<file path="config.mk">
export PLATFORM = sky130hd
export DESIGN_NAME = escape_unescape_utf8_flat
export DESIGN_NICKNAME = d
export VERILOG_FILES = /design/src/rtl/core/euu_pkg.sv /design/src/rtl/core/euu_intf.sv /design/src/rtl/core/euu_front.sv /design/src/rtl/core/euu_queue.sv /design/src/rtl/core/euu_back.sv /design/src/rtl/core/escape_unescape_utf8.sv /design/src/flat_wrapper.sv
export SDC_FILE = /design/constraint.sdc
export NUM_CORES = 1
export LEC_CHECK = 0
export ABC_AREA = 1
export BUFFER_PORTS_ARGS = -buffer_cell sky130_fd_sc_hd__buf_2
export CAP_MARGIN = 15
export CORE_UTILIZATION = 56
export DETAILED_ROUTE_END_ITERATION = 7
export PLACE_DENSITY = 0.76
export SLEW_MARGIN = 10
export SYNTH_ARGS = -nofsm -noshare
export SYNTH_HDL_FRONTEND = slang
export SYNTH_SLANG_ARGS = --single-unit
</file>
<file path="constraint.sdc">
create_clock -name i_clk -period 4.1 [get_ports i_clk]
set_input_delay 0.41 -clock i_clk [delete_from_list [all_inputs] [get_ports i_clk]]
set_output_delay 0.41 -clock i_clk [all_outputs]
set_load 0.1 [all_outputs]
</file>
<file path="src/rtl/core/euu_pkg.sv">
// Package for the escape decoder: the queue command type, the escape-state codes,
// the character constants, and the UTF-8 encoding and hex-digit functions.
// It has no dependencies and is compiled first.
package euu_pkg;

    localparam int QUEUE_DEPTH_DEF = 4;

    localparam logic [7:0] CH_BACKSLASH = 8'h5C;
    localparam logic [7:0] CH_SPACE     = 8'h20;
    localparam logic [7:0] CH_HASH      = 8'h23;
    localparam logic [7:0] CH_LOWER_N   = 8'h6E;
    localparam logic [7:0] CH_LOWER_T   = 8'h74;
    localparam logic [7:0] CH_LOWER_U   = 8'h75;
    localparam logic [7:0] CH_UPPER_U   = 8'h55;
    localparam logic [7:0] CH_LF        = 8'h0A;
    localparam logic [7:0] CH_CR        = 8'h0D;
    localparam logic [7:0] CH_TAB       = 8'h09;

    localparam logic [3:0] DIGITS_SHORT = 4'd4;
    localparam logic [3:0] DIGITS_LONG  = 4'd8;

    localparam logic [31:0] REPL_CHAR  = 32'h0000_FFFD;
    localparam logic [31:0] SURR_LO    = 32'h0000_D800;
    localparam logic [31:0] SURR_HI    = 32'h0000_DFFF;
    localparam logic [31:0] CODE_MAX   = 32'h0010_FFFF;
    localparam logic [31:0] LIMIT_1B   = 32'h0000_0080;
    localparam logic [31:0] LIMIT_2B   = 32'h0000_0800;
    localparam logic [31:0] LIMIT_3B   = 32'h0001_0000;
    localparam logic [7:0]  LEAD_2B    = 8'hC0;
    localparam logic [7:0]  LEAD_3B    = 8'hE0;
    localparam logic [7:0]  LEAD_4B    = 8'hF0;
    localparam logic [7:0]  CONT_BYTE  = 8'h80;

    typedef enum logic [2:0] {
        PH_PLAIN = 3'b001,
        PH_ESC   = 3'b010,
        PH_HEX   = 3'b100
    } t_phase;

    typedef struct packed {
        logic [3:0][7:0] bytes;
        logic [2:0]      nbytes;
    } t_utf8;

    typedef struct packed {
        logic [3:0][7:0] bytes;
        logic [2:0]      nbytes;
        logic            eos;
    } t_cmd;

    typedef struct packed {
        logic       ok;
        logic [3:0] value;
    } t_hex;

    function automatic t_hex hex_decode(input logic [7:0] b);
        t_hex r;
        r = '0;
        if (b >= 8'h30 && b <= 8'h39) begin
            r.ok    = 1'b1;
            r.value = 4'(b - 8'h30);
        end else if (b >= 8'h41 && b <= 8'h46) begin
            r.ok    = 1'b1;
            r.value = 4'(b - 8'h37);
        end else if (b >= 8'h61 && b <= 8'h66) begin
            r.ok    = 1'b1;
            r.value = 4'(b - 8'h57);
        end
        return r;
    endfunction

    function automatic t_utf8 utf8_encode(input logic [31:0] ch_in);
        logic [31:0] ch;
        t_utf8       r;
        ch = ch_in;
        r  = '0;
        if ((ch >= SURR_LO && ch <= SURR_HI) || ch > CODE_MAX) begin
            ch = REPL_CHAR;
        end
        if (ch < LIMIT_1B) begin
            r.bytes[0] = ch[7:0];
            r.nbytes   = 3'd1;
        end else if (ch < LIMIT_2B) begin
            r.bytes[0] = LEAD_2B | {3'b000, ch[10:6]};
            r.bytes[1] = CONT_BYTE | {2'b00, ch[5:0]};
            r.nbytes   = 3'd2;
        end else if (ch < LIMIT_3B) begin
            r.bytes[0] = LEAD_3B | {4'b0000, ch[15:12]};
            r.bytes[1] = CONT_BYTE | {2'b00, ch[11:6]};
            r.bytes[2] = CONT_BYTE | {2'b00, ch[5:0]};
            r.nbytes   = 3'd3;
        end else begin
            r.bytes[0] = LEAD_4B | {5'b00000, ch[20:18]};
            r.bytes[1] = CONT_BYTE | {2'b00, ch[17:12]};
            r.bytes[2] = CONT_BYTE | {2'b00, ch[11:6]};
            r.bytes[3] = CONT_BYTE | {2'b00, ch[5:0]};
            r.nbytes   = 3'd4;
        end
        return r;
    endfunction

endpackage

</file>
<file path="src/rtl/core/euu_intf.sv">
// Stream interfaces for the escape decoder: the raw-byte input channel and the
// decoded-byte output channel, each with valid, ready and payload. No dependencies.
interface euu_in_if;
    logic       valid;
    logic       ready;
    logic [7:0] in_byte;
    logic       end_marker;

    modport source (output valid, output in_byte, output end_marker, input ready);
    modport sink   (input valid, input in_byte, input end_marker, output ready);
endinterface

interface euu_out_if;
    logic       valid;
    logic       ready;
    logic [7:0] out_byte;
    logic       byte_valid;
    logic       last;
    logic       string_end;

    modport source (output valid, output out_byte, output byte_valid, output last,
                     output string_end, input ready);
    modport sink   (input valid, input out_byte, input byte_valid, input last,
                     input string_end, output ready);
endinterface

</file>
<file path="src/rtl/core/euu_front.sv">
// Front end of the escape decoder: accepts input transactions, tracks the escape
// state and per transaction pushes at most one command: up to four bytes and an end flag.
// Depends on euu_pkg and euu_in_if.
module euu_front (
    input  logic            i_clk,
    input  logic            i_rst_n,
    input  logic            i_cfg_wr_en,
    input  logic            i_cfg_wr_data,
    euu_in_if.sink          i_in,
    input  logic            i_q_ready,
    output logic            o_push,
    output euu_pkg::t_cmd   o_cmd
);

    euu_pkg::t_phase r_phase, n_phase;
    logic [3:0]      r_digits, n_digits;
    logic [31:0]     r_acc, n_acc;
    logic            r_crlf;

    euu_pkg::t_hex   hv;
    euu_pkg::t_utf8  enc;
    logic [31:0]     acc_shift;
    logic [31:0]     enc_src;
    logic [3:0]      digits_dec;
    logic            accept;
    euu_pkg::t_cmd   cmd;

    assign i_in.ready = i_q_ready;
    assign accept     = i_in.valid && i_q_ready;

    assign hv         = euu_pkg::hex_decode(i_in.in_byte);
    assign acc_shift  = {r_acc[27:0], hv.value};
    assign digits_dec = (r_digits != 4'd0) ? (r_digits - 4'd1) : 4'd0;
    assign enc_src    = i_in.end_marker ? r_acc : acc_shift;
    assign enc        = euu_pkg::utf8_encode(enc_src);

    always_comb begin
        n_phase  = r_phase;
        n_digits = r_digits;
        n_acc    = r_acc;
        cmd      = '0;
        if (i_in.end_marker) begin
            if (r_phase == euu_pkg::PH_HEX) begin
                cmd.bytes  = enc.bytes;
                cmd.nbytes = enc.nbytes;
            end
            cmd.eos  = 1'b1;
            n_phase  = euu_pkg::PH_PLAIN;
            n_digits = 4'd0;
            n_acc    = 32'd0;
        end else begin
            unique case (r_phase)
                euu_pkg::PH_ESC: begin
                    n_phase = euu_pkg::PH_PLAIN;
                    case (i_in.in_byte)
                        euu_pkg::CH_LOWER_N: begin
                            if (r_crlf) begin
                                cmd.bytes[0] = euu_pkg::CH_CR;
                                cmd.bytes[1] = euu_pkg::CH_LF;
                                cmd.nbytes   = 3'd2;
                            end else begin
                                cmd.bytes[0] = euu_pkg::CH_LF;
                                cmd.nbytes   = 3'd1;
                            end
                        end
                        euu_pkg::CH_LOWER_T: begin
                            cmd.bytes[0] = euu_pkg::CH_TAB;
                            cmd.nbytes   = 3'd1;
                        end
                        euu_pkg::CH_LOWER_U: begin
                            n_phase  = euu_pkg::PH_HEX;
                            n_digits = euu_pkg::DIGITS_SHORT;
                            n_acc    = 32'd0;
                        end
                        euu_pkg::CH_UPPER_U: begin
                            n_phase  = euu_pkg::PH_HEX;
                            n_digits = euu_pkg::DIGITS_LONG;
                            n_acc    = 32'd0;
                        end
                        default: begin
                            cmd.bytes[0] = i_in.in_byte;
                            cmd.nbytes   = 3'd1;
                        end
                    endcase
                end
                euu_pkg::PH_HEX: begin
                    if (!hv.ok) begin
                        n_phase      = euu_pkg::PH_PLAIN;
                        n_digits     = 4'd0;
                        cmd.bytes[0] = 8'hEF;
                        cmd.bytes[1] = 8'hBF;
                        cmd.bytes[2] = 8'hBD;
                        cmd.nbytes   = 3'd3;
                        if (i_in.in_byte == euu_pkg::CH_BACKSLASH) begin
                            n_phase = euu_pkg::PH_ESC;
                        end else begin
                            cmd.bytes[3] = i_in.in_byte;
                            cmd.nbytes   = 3'd4;
                        end
                    end else begin
                        n_acc    = acc_shift;
                        n_digits = digits_dec;
                        if (digits_dec == 4'd0) begin
                            n_phase    = euu_pkg::PH_PLAIN;
                            cmd.bytes  = enc.bytes;
                            cmd.nbytes = enc.nbytes;
                        end
                    end
                end
                default: begin
                    n_phase = euu_pkg::PH_PLAIN;
                    if (i_in.in_byte == euu_pkg::CH_BACKSLASH) begin
                        n_phase = euu_pkg::PH_ESC;
                    end else begin
                        cmd.bytes[0] = i_in.in_byte;
                        cmd.nbytes   = 3'd1;
                    end
                end
            endcase
        end
    end

    assign o_cmd  = cmd;
    assign o_push = accept && (cmd.eos || (cmd.nbytes != 3'd0));

    always_ff @(posedge i_clk) begin
        if (!i_rst_n) begin
            r_phase  <= euu_pkg::PH_PLAIN;
            r_digits <= 4'd0;
            r_acc    <= 32'd0;
            r_crlf   <= 1'b0;
        end else begin
            if (accept) begin
                r_phase  <= n_phase;
                r_digits <= n_digits;
                r_acc    <= n_acc;
            end
            if (i_cfg_wr_en) begin
                r_crlf <= i_cfg_wr_data;
            end
        end
    end

endmodule

</file>
<file path="src/rtl/core/euu_queue.sv">
// Command queue between the front and back ends of the escape decoder.
// A small register-based FIFO of euu_pkg::t_cmd entries.
module euu_queue #(
    parameter int DEPTH = euu_pkg::QUEUE_DEPTH_DEF
) (
    input  logic            i_clk,
    input  logic            i_rst_n,
    input  logic            i_push,
    input  euu_pkg::t_cmd   i_cmd,
    output logic            o_ready,
    input  logic            i_pop,
    output logic            o_valid,
    output euu_pkg::t_cmd   o_cmd
);

    localparam int AW = (DEPTH > 1) ? $clog2(DEPTH) : 1;
    localparam int CW = $clog2(DEPTH + 1);

    euu_pkg::t_cmd r_mem [DEPTH];
    logic [AW-1:0] r_wr_ptr, r_rd_ptr;
    logic [CW-1:0] r_count;
    logic          do_push, do_pop;

    assign o_ready = (r_count != CW'(DEPTH));
    assign o_valid = (r_count != '0);
    assign o_cmd   = r_mem[r_rd_ptr];
    assign do_push = i_push && o_ready;
    assign do_pop  = i_pop && o_valid;

    always_ff @(posedge i_clk) begin
        if (do_push) begin
            r_mem[r_wr_ptr] <= i_cmd;
        end
    end

    always_ff @(posedge i_clk) begin
        if (!i_rst_n) begin
            r_wr_ptr <= '0;
            r_rd_ptr <= '0;
            r_count  <= '0;
        end else begin
            if (do_push) begin
                r_wr_ptr <= (r_wr_ptr == AW'(DEPTH - 1)) ? '0 : r_wr_ptr + AW'(1);
            end
            if (do_pop) begin
                r_rd_ptr <= (r_rd_ptr == AW'(DEPTH - 1)) ? '0 : r_rd_ptr + AW'(1);
            end
            if (do_push && !do_pop) begin
                r_count <= r_count + CW'(1);
            end else if (do_pop && !do_push) begin
                r_count <= r_count - CW'(1);
            end
        end
    end

endmodule

</file>
<file path="src/rtl/core/euu_back.sv">
// Back end of the escape decoder: takes commands from the queue and sends their
// bytes, then any end notice, one output transaction per cycle while ready is high.
// Depends on euu_pkg and euu_out_if.
module euu_back (
    input  logic            i_clk,
    input  logic            i_rst_n,
    input  logic            i_q_valid,
    input  euu_pkg::t_cmd   i_q_cmd,
    output logic            o_q_pop,
    euu_out_if.source       o_out
);

    logic          r_busy;
    euu_pkg::t_cmd r_cmd;
    logic [2:0]    r_idx;

    logic [2:0]    total;
    logic          is_last;
    logic          data_sel;
    logic          load;

    assign total    = r_cmd.nbytes + {2'b00, r_cmd.eos};
    assign is_last  = ((r_idx + 3'd1) == total);
    assign data_sel = (r_idx < r_cmd.nbytes);
    assign load     = i_q_valid && (!r_busy || (o_out.ready && is_last));
    assign o_q_pop  = load;

    assign o_out.valid      = r_busy;
    assign o_out.out_byte   = data_sel ? r_cmd.bytes[r_idx[1:0]] : 8'h00;
    assign o_out.byte_valid = data_sel;
    assign o_out.string_end = !data_sel;
    assign o_out.last       = is_last;

    always_ff @(posedge i_clk) begin
        if (load) begin
            r_cmd <= i_q_cmd;
        end
    end

    always_ff @(posedge i_clk) begin
        if (!i_rst_n) begin
            r_busy <= 1'b0;
            r_idx  <= 3'd0;
        end else if (load) begin
            r_busy <= 1'b1;
            r_idx  <= 3'd0;
        end else if (r_busy && o_out.ready) begin
            if (is_last) begin
                r_busy <= 1'b0;
            end else begin
                r_idx <= r_idx + 3'd1;
            end
        end
    end

endmodule

</file>
<file path="src/rtl/core/escape_unescape_utf8.sv">
// Top level of the backslash-escape decoder with UTF-8 encoder.
// Depends on euu_pkg, euu_intf, euu_front, euu_queue and euu_back.
//
// Usage: i_in carries one raw text byte per transaction, or an end marker that
// flushes a pending escape. o_out carries the decoded bytes, one per transaction;
// last marks the final output caused by an input transaction, and an end marker
// gives a final transaction with byte_valid low and string_end high.
// The newline mode (LF or CR LF for an escaped n) is set by i_cfg_wr_en and
// i_cfg_wr_data, by the user only while idle; the block does not enforce it.
// An accepted transaction's command enters the queue, then the back end's command
// register, before its first result appears. Throughput: one input transaction per
// cycle while the queue has room; the output side sends one result per cycle while
// the receiver is ready, and a transaction expands into up to five results.
// A stalled receiver holds the current result; the queue of QUEUE_DEPTH commands
// keeps accepting input until it fills, then input ready drops.
// Reset is synchronous and active low; it empties the queue, returns the escape
// state to plain text and selects LF-only newlines.
module escape_unescape_utf8 #(
    parameter int QUEUE_DEPTH = euu_pkg::QUEUE_DEPTH_DEF
) (
    input  logic      i_clk,
    input  logic      i_rst_n,
    input  logic      i_cfg_wr_en,
    input  logic      i_cfg_wr_data,
    euu_in_if.sink    i_in,
    euu_out_if.source o_out
);

    logic          push, q_ready, q_valid, q_pop;
    euu_pkg::t_cmd push_cmd, q_cmd;

    euu_front u_front (
        .i_clk         (i_clk),
        .i_rst_n       (i_rst_n),
        .i_cfg_wr_en   (i_cfg_wr_en),
        .i_cfg_wr_data (i_cfg_wr_data),
        .i_in          (i_in),
        .i_q_ready     (q_ready),
        .o_push        (push),
        .o_cmd         (push_cmd)
    );

    euu_queue #(
        .DEPTH (QUEUE_DEPTH)
    ) u_queue (
        .i_clk   (i_clk),
        .i_rst_n (i_rst_n),
        .i_push  (push),
        .i_cmd   (push_cmd),
        .o_ready (q_ready),
        .i_pop   (q_pop),
        .o_valid (q_valid),
        .o_cmd   (q_cmd)
    );

    euu_back u_back (
        .i_clk     (i_clk),
        .i_rst_n   (i_rst_n),
        .i_q_valid (q_valid),
        .i_q_cmd   (q_cmd),
        .o_q_pop   (q_pop),
        .o_out     (o_out)
    );

endmodule

</file>
<file path="src/flat_wrapper.sv">
// flat-port wrapper written by rule: the top's interface ports become plain ports
module escape_unescape_utf8_flat 
#(
    parameter int QUEUE_DEPTH = euu_pkg::QUEUE_DEPTH_DEF
)
  (i_clk, i_rst_n, i_cfg_wr_en, i_cfg_wr_data, i_in_valid, i_in_in_byte, i_in_end_marker, i_in_ready, o_out_valid, o_out_out_byte, o_out_byte_valid, o_out_last, o_out_string_end, o_out_ready);
  euu_in_if i_in_i ();
  euu_out_if o_out_i ();
  input  logic i_clk;
  input  logic i_rst_n;
  input  logic i_cfg_wr_en;
  input  logic i_cfg_wr_data;
  input wire logic [$bits(i_in_i.valid)-1:0] i_in_valid;
  input wire logic [$bits(i_in_i.in_byte)-1:0] i_in_in_byte;
  input wire logic [$bits(i_in_i.end_marker)-1:0] i_in_end_marker;
  output wire logic [$bits(i_in_i.ready)-1:0] i_in_ready;
  output wire logic [$bits(o_out_i.valid)-1:0] o_out_valid;
  output wire logic [$bits(o_out_i.out_byte)-1:0] o_out_out_byte;
  output wire logic [$bits(o_out_i.byte_valid)-1:0] o_out_byte_valid;
  output wire logic [$bits(o_out_i.last)-1:0] o_out_last;
  output wire logic [$bits(o_out_i.string_end)-1:0] o_out_string_end;
  input wire logic [$bits(o_out_i.ready)-1:0] o_out_ready;
  assign i_in_i.valid = i_in_valid;
  assign i_in_i.in_byte = i_in_in_byte;
  assign i_in_i.end_marker = i_in_end_marker;
  assign i_in_ready = i_in_i.ready;
  assign o_out_valid = o_out_i.valid;
  assign o_out_out_byte = o_out_i.out_byte;
  assign o_out_byte_valid = o_out_i.byte_valid;
  assign o_out_last = o_out_i.last;
  assign o_out_string_end = o_out_i.string_end;
  assign o_out_i.ready = o_out_ready;
  escape_unescape_utf8 #(.QUEUE_DEPTH(QUEUE_DEPTH)) u_core (.i_clk(i_clk), .i_rst_n(i_rst_n), .i_cfg_wr_en(i_cfg_wr_en), .i_cfg_wr_data(i_cfg_wr_data), .i_in(i_in_i), .o_out(o_out_i));
endmodule
</file>
==> results of run 1 <==
routing by layer:
layer | GRT usage [%] | wire length, um | vias to the layer above | part of all wire (%)
met3 | 3.53 | 1480 | 41 | 6.1
met1 | 34.5 | 10700 | 3779 | 44
met4 | 7.75 | 525 | 0 | 2.2
met5 | 0 | 0 | - | 0
li1 | - | - | 3873 | -
met2 | 43.1 | 11400 | 262 | 47
through the flow:
stage / utilization, % / total power [mW] / hold slack (ps) / setup TNS, ps / cell area [um2]
final: 64.1 / 7.07 / 128 / 0 / 11600
after detailed placement: 60.3 / 5.18 / 458 / 0 / 10900
after floorplan: - / 4.68 / 440 / -649 / 10500
after global routing: 64.1 / 7.38 / 133 / 0 / 11600
after CTS: 64.1 / 7.12 / 115 / 0 / 11600
after global placement: 60.3 / 5.14 / 450 / 0 / 10900
state kept, by name, indices dropped and copies added, names as in the netlist:
signal / flops
u_core.u_queue.r_mem: 136
u_core.u_front.r_crlf: 1
u_core.u_back.o_out.valid: 1
u_core.u_back.r_cmd: 34
u_core.u_queue.r_count: 3
u_core.u_back.r_idx: 3
u_core.u_front.r_phase: 3
u_core.u_queue.r_wr_ptr: 2
u_core.u_front.r_digits: 4
u_core.u_front.r_acc: 32
u_core.u_queue.r_rd_ptr: 2
cell usage after synthesis (3+ instances only):
cell,number
a22oi_1,3
buf_2,12
clkbuf_1,33
dfxtp_1,51
buf_6,4
o211ai_1,12
o21ai_1,5
o22ai_1,42
ha_1,16
nor2_1,158
o21ai_0,127
nand4_1,4
inv_1,81
nand3_1,36
inv_2,8
nand2_2,6
xor2_1,6
a21oi_1,70
nor2_2,6
nand2_1,207
nor2_4,4
edfxtp_1,170
nor3_1,8
xnor2_1,3
cells by family (layout without fill, tap and decap cells):
group	Yosys count	in the layout	share of synthesized area [%]
buffers and inverters	144	183	5.67
AO/OA/AOI/OAI	276	276	14.8
AND/OR/NAND/NOR	443	443	17.9
flip-flops	221	221	58.7
XOR/XNOR	9	9	0.755
adder cells (fa/ha/maj)	17	17	2.11
final cells by class:
type                    instances  area, um2
flip-flops and latches        221       6130
clock buffers                  29        577
clock inverters                11        116
inverters                      92        349
fillers                      1457       6490
repair buffers                 51        340
multi-input cells             745       3800
well taps                     229        287
power by group:
group	internal (mW)	switching (mW)	total [mW]
clock network	1.12	0.817	1.94
registers	2.85	0.129	2.98
logic	0.482	1.67	2.15
total	4.46	2.62	7.07
final timing paths:
path                                               start                                     end  slack (ps)
hold reg to reg    u_core.u_front.r_acc[28]$_SDFFE_PN0P_   u_core.u_front.r_acc[28]$_SDFFE_PN0P_         460
setup / recovery     u_core.u_back.r_idx[0]$_SDFFE_PP0P_                       o_out_out_byte[6]         730
setup reg to reg  u_core.u_front.r_phase[0]$_SDFFE_PN1P_  u_core.u_queue.r_count[2]$_SDFFE_PN0P_         870
hold / removal                             i_cfg_wr_data      u_core.u_front.r_crlf$_SDFFE_PN0P_         130
critical path: cells and delay by family (launching register included):
family                 cells  cell delay, ps
DFF                        1             560
AOI/OAI and AO/OA          1             260
buffers and inverters      3            1270
and+or+nand+nor            2             350
==> reports/metrics.yaml, run 1 <==
die:
  fp.coreArea_mm2: 0.0181
  die-area_mm2: 0.0192
  rows: 49
  ios: 28
  die_h_um: 139
  dieWidth_um: 139
  start_util_pct: 57.7
cts:
  clock-root-buffer: "clkbuf_16"
  clk-insertion-delay-late_ps: 520
  clk_pin_slew_ps: 60
  clock_sinks: 221
  clk_path_buf_depth: 3
  cts_resized: 0
  htree_levels: 1
  cts_buffers: 22
  cts_hold_buf: 0
  cts_tree: "yes"
  post_cts_buffers: 0
place:
  dp_slack_ps: 453
  dp_hpwl_um: 15900
  port-buffer-count: 27
  gp_congestion: 0.907
  dpl.cell_count: 1338
pwr:
  leakage_nw: 4.37
  vdd_drop_max_uv: 462
  power.density_mw_per_mm2: 610
status:
  violations: "DRC"
  outcome: "finished with violations"
critical_path:
  cp.required_ps: 3690
  cp_slowest_cell: "dfxtp_1"
  crit_chain: "inv_1 > nand2_1 > a31oi_2 > clkinv_2 > nor3_4 > buf_2"
  crit_type: "register to output pin"
  max_stage_delay_ps: 560
  end_kind: "output pin"
  worstSetupStartpointType: "register"
  cp.arrival_ps: 2960
  cp_max_fo: 18
  reg2regPathDepth: 21
detailed_routing:
  drt-vias-per-instance: 5.77
  firstDrtPassIters: 7
  ant_nets: 0
  wire_per_inst_um: 17.5
  drc: 4
  num_vias: 7955
  drt_iter0_drc: 727
  wl_um: 24100
logic_synthesis:
  yosysUniqueCellTypes: 52
  synth_warnings: 0
  synth_area_mm2: 0.0104
  synthTopCellsByArea: "edfxtp_1 (49%), dfxtp_1 (9.8%), nand2_1 (7.4%)"
  synth_top_area_share_pct: 48.9
  ys.flop_type: "edfxtp_1"
  synth_top_area_cell: "edfxtp_1"
  syn_nets: 1142
  ys_seq_area_share_pct: 58.7
  async_reset_ff_share_pct: 0
  synth_edf_count: 170
  synth_seq_cells: 221
  synth.avg_cell_area_um2: 9.40
  syn_inst: 1110
timing:
  finalHoldViolations: 0
  skew_ps: 15.5
  fmax_mhz: 297
  worstMarginPinSlew_ps: 1120
  setup_violations: 0
  drv_slew: 0
  period_minus_slack_ps: 3370
  setup_slack_ps: 729
  post-route-period-util_pct: 82.2
  rsz0062_at_grt: "false"
  slew_headroom_pct: 25.5
layout:
  drive_gt1_share_pct: 11.9
  instances_no_fill: 1378
  mostFrequentLayoutCell: "nand2_1"
  mostFrequentLayoutCells: "nand2_1 (207), edfxtp_1 (170), nor2_1 (154)"
  fin_nets: 1165
  areaGrowthSynthToFinish_pct: 11.1
  diodes: 0
global_route:
  antenna_found_initial: 0
  grt_usage_pct: 25.6
  grt_max_degree: 71
  grt_overflow: 0
  grt_pass1_vias: 7558
  grt_pass1_wl_um: 38800
flow_run:
  drv_cap: 0
hold_path:
  whs_path_depth: 3
  hp-class: "input port to register"
Power figures use the tool's default switching activity.
==> inputs of run 2 (changes only) <==
CORE_UTILIZATION = 60   (was 56)
PLACE_DENSITY = 0.77   (was 0.76)
clock period = 3.3 ns   (was 4.1 ns; I/O delays follow)
==> run 2 against run 1 <==
The flow now finishes without violations. Critical path type is now register to register. Final cell count increased by 0.36%. Setup slack got worse by 410 ps. Largest power group unchanged. Combinational power increased by 32%.
==> reports/metrics.yaml, run 2 (synthesized netlist as in run 1, its figures left out) <==
status:
  outcome: "completed"
timing:
  skew_ps: 9.63
  post-route-period-util_pct: 90.4
  fmax_mhz: 335
  setup_violations: 0
  finalHoldViolations: 0
  setup_tns_ps: 0
  setup_slack_ps: 316
  slew_headroom_pct: 50.1
  period_minus_slack_ps: 2980
  drv_slew: 0
  worstMarginPinSlew_ps: 741
global_route:
  grt_pass1_wl_um: 39100
  grt_pass1_vias: 7626
  antenna_found_initial: 0
  grt_overflow: 0
  grt_usage_pct: 27.9
  grt_max_degree: 41
detailed_routing:
  wl_um: 24200
  firstDrtPassIters: 5
  num_vias: 8082
  ant_nets: 0
  wire_per_inst_um: 17.5
  drc: 0
  drt-vias-per-instance: 5.84
  drt_iter0_drc: 815
layout:
  reg.largest.list: "u_core.u_queue.r_mem: 136 flops, u_core.u_back.r_cmd: 34 flops, u_core.u_front.r_acc: 32 flops"
  largest_reg_flops: 136
  multi_input_area_mm2: 0.00389
  regMostFlops: "u_core.u_queue.r_mem"
  nFillCells: 1230
  mostFrequentLayoutCell: "nand2_1"
  drive_gt1_share_pct: 13.2
  diodes: 0
  fin_nets: 1179
  register_area_mm2: 0.00613
  mostFrequentLayoutCells: "nand2_1 (207), edfxtp_1 (170), nor2_1 (154)"
  final_cell_area_mm2: 0.0119
  fin_util_pct: 70.7
  areaGrowthSynthToFinish_pct: 13.6
die:
  start_util_pct: 62.3
  die-area_mm2: 0.0179
  rows: 47
  ios: 28
  fp.coreArea_mm2: 0.0168
  die_h_um: 134
  dieWidth_um: 134
cts:
  clock_sinks: 221
  clk-insertion-delay-late_ps: 500
  cts_tree: "yes"
  clock-root-buffer: "clkbuf_16"
  cts_hold_buf: 0
  htree_levels: 1
  clk_pin_slew_ps: 70
  clk_path_buf_depth: 3
  cts_buffers: 22
place:
  dp_hpwl_um: 16700
  port-buffer-count: 27
  place_area_mm2: 0.0111
  gp_congestion: 0.985
  dp_slack_ps: 8.69
pwr:
  power_mw: 9.05
  vdd_drop_max_uv: 854
  leakage_nw: 4.48
  power.density_mw_per_mm2: 763
critical_path:
  cp.required_ps: 3730
  worstSetupStartpointType: "register"
  end_kind: "register"
  cp.arrival_ps: 3420
  cp_slowest_cell: "fa_1"
  crit_family: "simple AND/OR/NAND/NOR gates"
  max_stage_delay_ps: 380
  path_buf_inv: 2
  cp_max_fo: 5
  crit_chain: "nor2_1 > nand2_1 > nor2_1 > nand3_2 > a21oi_4 > nand2_4 > nor2_4 > nand3_2 > nand2_2 > nand2_1 > nand2_1 > nand2_2 > nand3_4 > nand2_2 > inv_1 > ha_1 > inv_1 > fa_1 > nor2_1 > nor2_1 > nand2_1 > o21ai_0 > a21oi_1"
  crit_type: "register to register"
hold_path:
  hp-class: "input port to register"
flow_run:
  drv_cap: 0
run 2: cell types whose count changed in the layout (fill, tap and decap cells not counted), sizes merged:
cell / delta
clkinv: -3
bufinv: +1
clkinvlp: +2
inv: -2
clkbuf: +2
buf: +14
run 2: worst paths after layout:
| path | start | to | slack, ps | depth (start not counted) |
|---|---|---|---|---|
| max | u_core.u_front.r_acc[23]$_SDFFE_PN0P_ | u_core.u_queue.r_count[2]$_SDFFE_PN0P_ | 320 | 23 |
| min | i_cfg_wr_data | u_core.u_front.r_crlf$_SDFFE_PN0P_ | 60 | 3 |
| max reg2reg | u_core.u_front.r_acc[23]$_SDFFE_PN0P_ | u_core.u_queue.r_count[2]$_SDFFE_PN0P_ | 320 | 23 |
| min reg2reg | u_core.u_front.r_acc[28]$_SDFFE_PN0P_ | u_core.u_front.r_acc[28]$_SDFFE_PN0P_ | 460 | 2 |
run 2: cell type report:
class | instances | share of cell area [%]
clock inverters | 9 | 0.992
inverters | 92 | 3.01
clock buffers | 31 | 5.11
multi-input cells | 745 | 32.8
well taps | 220 | 2.32
repair buffers | 65 | 4.07
flip-flops and latches | 221 | 51.7
run 2: metal layers:
layer / vias up / part of all wire, % / GRT usage, %
met5: - / 0 / 0
met4: 0 / 2.5 / 8.65
met3: 60 / 7.3 / 3.89
met2: 322 / 48 / 46.9
met1: 3798 / 42 / 37.7
li1: 3902 / - / -
run 2: timing repair:
action	4_1_cts	5_1_grt
gates resized for setup	0	5
hold endpoints to repair	0	0
setup endpoints to repair	0	1
buffers inserted	0	1
run 2: power breakdown:
group	total (mW)	internal (mW)	switching [mW]
sequential	3.73	3.55	0.179
clock	2.49	1.51	0.978
combinational	2.83	0.684	2.15
run 2: per-stage QoR:
step / std cells / hold slack, ps
2_1_floorplan: 1110 / 429
3_3_place_gp: 1342 / 449
3_5_place_dp: 1342 / 452
4_1_cts: 1382 / 52.7
5_1_grt: 1383 / 72.2
6_report: 1383 / 64.3
run 2: worst min-delay path, stage by stage:
cell and delay [ps]:
buf_2 80, a21oi_1 50, nor2_1 70
==> inputs of run 3 (changes only) <==
CTS_CLUSTER_SIZE = 30   (was default)
PLACE_DENSITY = default   (was 0.77)
PLACE_DENSITY_LB_ADDON = 0.12   (was default)
==> run 3 against run 2 <==
Critical path depth unchanged. Routed wire length increased by 0.82%. Sequential power decreased by 2%. Via count decreased by 0.42%. Maximum frequency increased by 0.63%. Cell area decreased by 0.35%. Die area unchanged. Clock power about the same. Flip-flop and latch count unchanged. Clock-buffer cell count decreased by 4.
==> reports/metrics.yaml, run 3 (synthesized netlist as in run 1, its figures left out) <==
status:
  outcome: "completed"
cts:
  htree_levels: 1
  post_cts_buffers: 0
  clk-insertion-delay-late_ps: 490
  clock_sinks: 221
  cts_buffers: 23
  cts_tree: "yes"
  clk_path_buf_depth: 3
  clock-root-buffer: "clkbuf_16"
  clk_pin_slew_ps: 60
global_route:
  grt_usage_pct: 27.9
  antenna_found_initial: 0
  grt_overflow: 0
  grt_max_degree: 71
  grt_pass1_vias: 7661
  grt_pass1_wl_um: 39000
critical_path:
  crit_type: "register to register"
  max_stage_delay_ps: 380
  cp.arrival_ps: 3390
  cp.required_ps: 3730
  worstSetupStartpointType: "register"
  cp_max_fo: 5
  crit_chain: "nor2_1 > nand2_1 > nor2_1 > nand3_1 > a21oi_4 > nand3_2 > nor2_2 > nand3_2 > nand2_2 > nand2_1 > nand2_1 > nand2_2 > nand3_4 > nand2_2 > inv_1 > ha_1 > inv_1 > fa_1 > nor2_1 > nor2_1 > nand2_1 > o21ai_0 > a21oi_1"
  end_kind: "register"
  cp_slowest_cell: "fa_1"
layout:
  regMostFlops: "u_core.u_queue.r_mem"
  fin_nets: 1178
  diodes: 0
  mostFrequentLayoutCell: "nand2_1"
  drive_gt1_share_pct: 13.4
  reg.largest.list: "u_core.u_queue.r_mem: 136 flops, u_core.u_back.r_cmd: 34 flops, u_core.u_front.r_acc: 32 flops"
  mostFrequentLayoutCells: "nand2_1 (207), edfxtp_1 (170), nor2_1 (153)"
  largest_reg_flops: 136
  areaGrowthSynthToFinish_pct: 13.2
  final_cell_area_mm2: 0.0118
place:
  dp_slack_ps: 124
  gp_congestion: 1.02
  place_area_mm2: 0.0111
  dp_hpwl_um: 16400
  port-buffer-count: 27
pwr:
  power.density_mw_per_mm2: 762
  swShare_pct: 36.8
  p_seq_share_pct: 40.8
  p_sw_mw: 3.31
  clkPwrFrac_pct: 27.5
  leakage_nw: 4.46
  vdd_drop_max_uv: 924
  internal-power_mw: 5.69
  combPwrFrac_pct: 31.7
timing:
  post-route-period-util_pct: 89.9
  setup_slack_ps: 334
  worstMarginPinSlew_ps: 936
  slew_headroom_pct: 36.0
  setup_violations: 0
  finalHoldViolations: 0
  fmax_mhz: 337
  skew_ps: 9.05
  rsz0062_at_grt: "false"
  period_minus_slack_ps: 2970
  drv_slew: 0
detailed_routing:
  drt-vias-per-instance: 5.83
  firstDrtPassIters: 5
  num_vias: 8048
  drt_iter0_drc: 720
  ant_nets: 0
  wire_per_inst_um: 17.7
  drc: 0
  wl_um: 24400
die:
  rows: 47
  dieWidth_um: 134
  start_util_pct: 62.3
  die-area_mm2: 0.0179
  die_h_um: 134
  fp.coreArea_mm2: 0.0168
  ios: 28
flow_run:
  drv_cap: 0
hold_path:
  hp-class: "input port to register"
-- run 3: power groups by stage --
stage	sequential, mW	clock (mW)	combinational [mW]
after floorplan	3.74	0	2.21
final	3.67	2.47	2.85
after detailed placement	3.74	0	2.86
after global placement	3.72	0	2.82
after CTS	3.68	2.51	2.87
after global routing	3.71	2.61	3.09
-- run 3: final cells by class --
type                       count  area, um2
fill                        1271       4950
multi-input combinational    745       3870
clock inverter                13        116
tap                          220        275
clock buffer                  27        611
inverter                      92        357
sequential                   221       6130
timing repair buffer          63        455
-- run 3: through the flow --
stage	total power, mW	util [%]	std cells	TNS [ps]	hold slack [ps]
2_1_floorplan	5.95	-	1110	-64790	429
3_3_place_gp	6.55	66.1	1341	0	450
3_5_place_dp	6.59	66.1	1341	0	454
4_1_cts	9.05	70.5	1381	0	62.3
5_1_grt	9.40	70.5	1381	0	64.9
6_report	9.00	70.5	1381	0	70.2
-- run 3: final timing paths --
| path | from | to | slack [ps] | cells after the start |
|---|---|---|---|---|
| hold / removal | i_cfg_wr_data | u_core.u_front.r_crlf$_SDFFE_PN0P_ | 70 | 3 |
| hold reg to reg | u_core.u_front.r_acc[28]$_SDFFE_PN0P_ | u_core.u_front.r_acc[28]$_SDFFE_PN0P_ | 460 | 2 |
| setup reg to reg | u_core.u_front.r_acc[23]$_SDFFE_PN0P_ | u_core.u_queue.r_count[2]$_SDFFE_PN0P_ | 330 | 23 |
| setup / recovery | u_core.u_front.r_acc[23]$_SDFFE_PN0P_ | u_core.u_queue.r_count[2]$_SDFFE_PN0P_ | 330 | 23 |
-- run 3: layer usage --
layer | routed length (um) | part of all wire [%] | track usage, % | up-vias
li1 | - | - | - | 3895
met1 | 10800 | 44 | 38.6 | 3795
met2 | 11400 | 47 | 45.5 | 298
met3 | 1530 | 6.3 | 3.63 | 60
met4 | 707 | 2.9 | 10.2 | 0
met5 | 0 | 0 | 0 | -
-- run 3: worst max-delay path: cells and delay by family, from the launching register on --
kind,cells,cell delay [ps]
fa+ha+maj,2,510
buf+inv,2,140
flops,1,350
simple gates,16,1460
compound gates,3,440
-- run 3: timing repair --
item / CTS / global route
gates resized for setup: 0 / 1
hold buffers: 0 / 0
endpoints found under the setup margin: 0 / 1
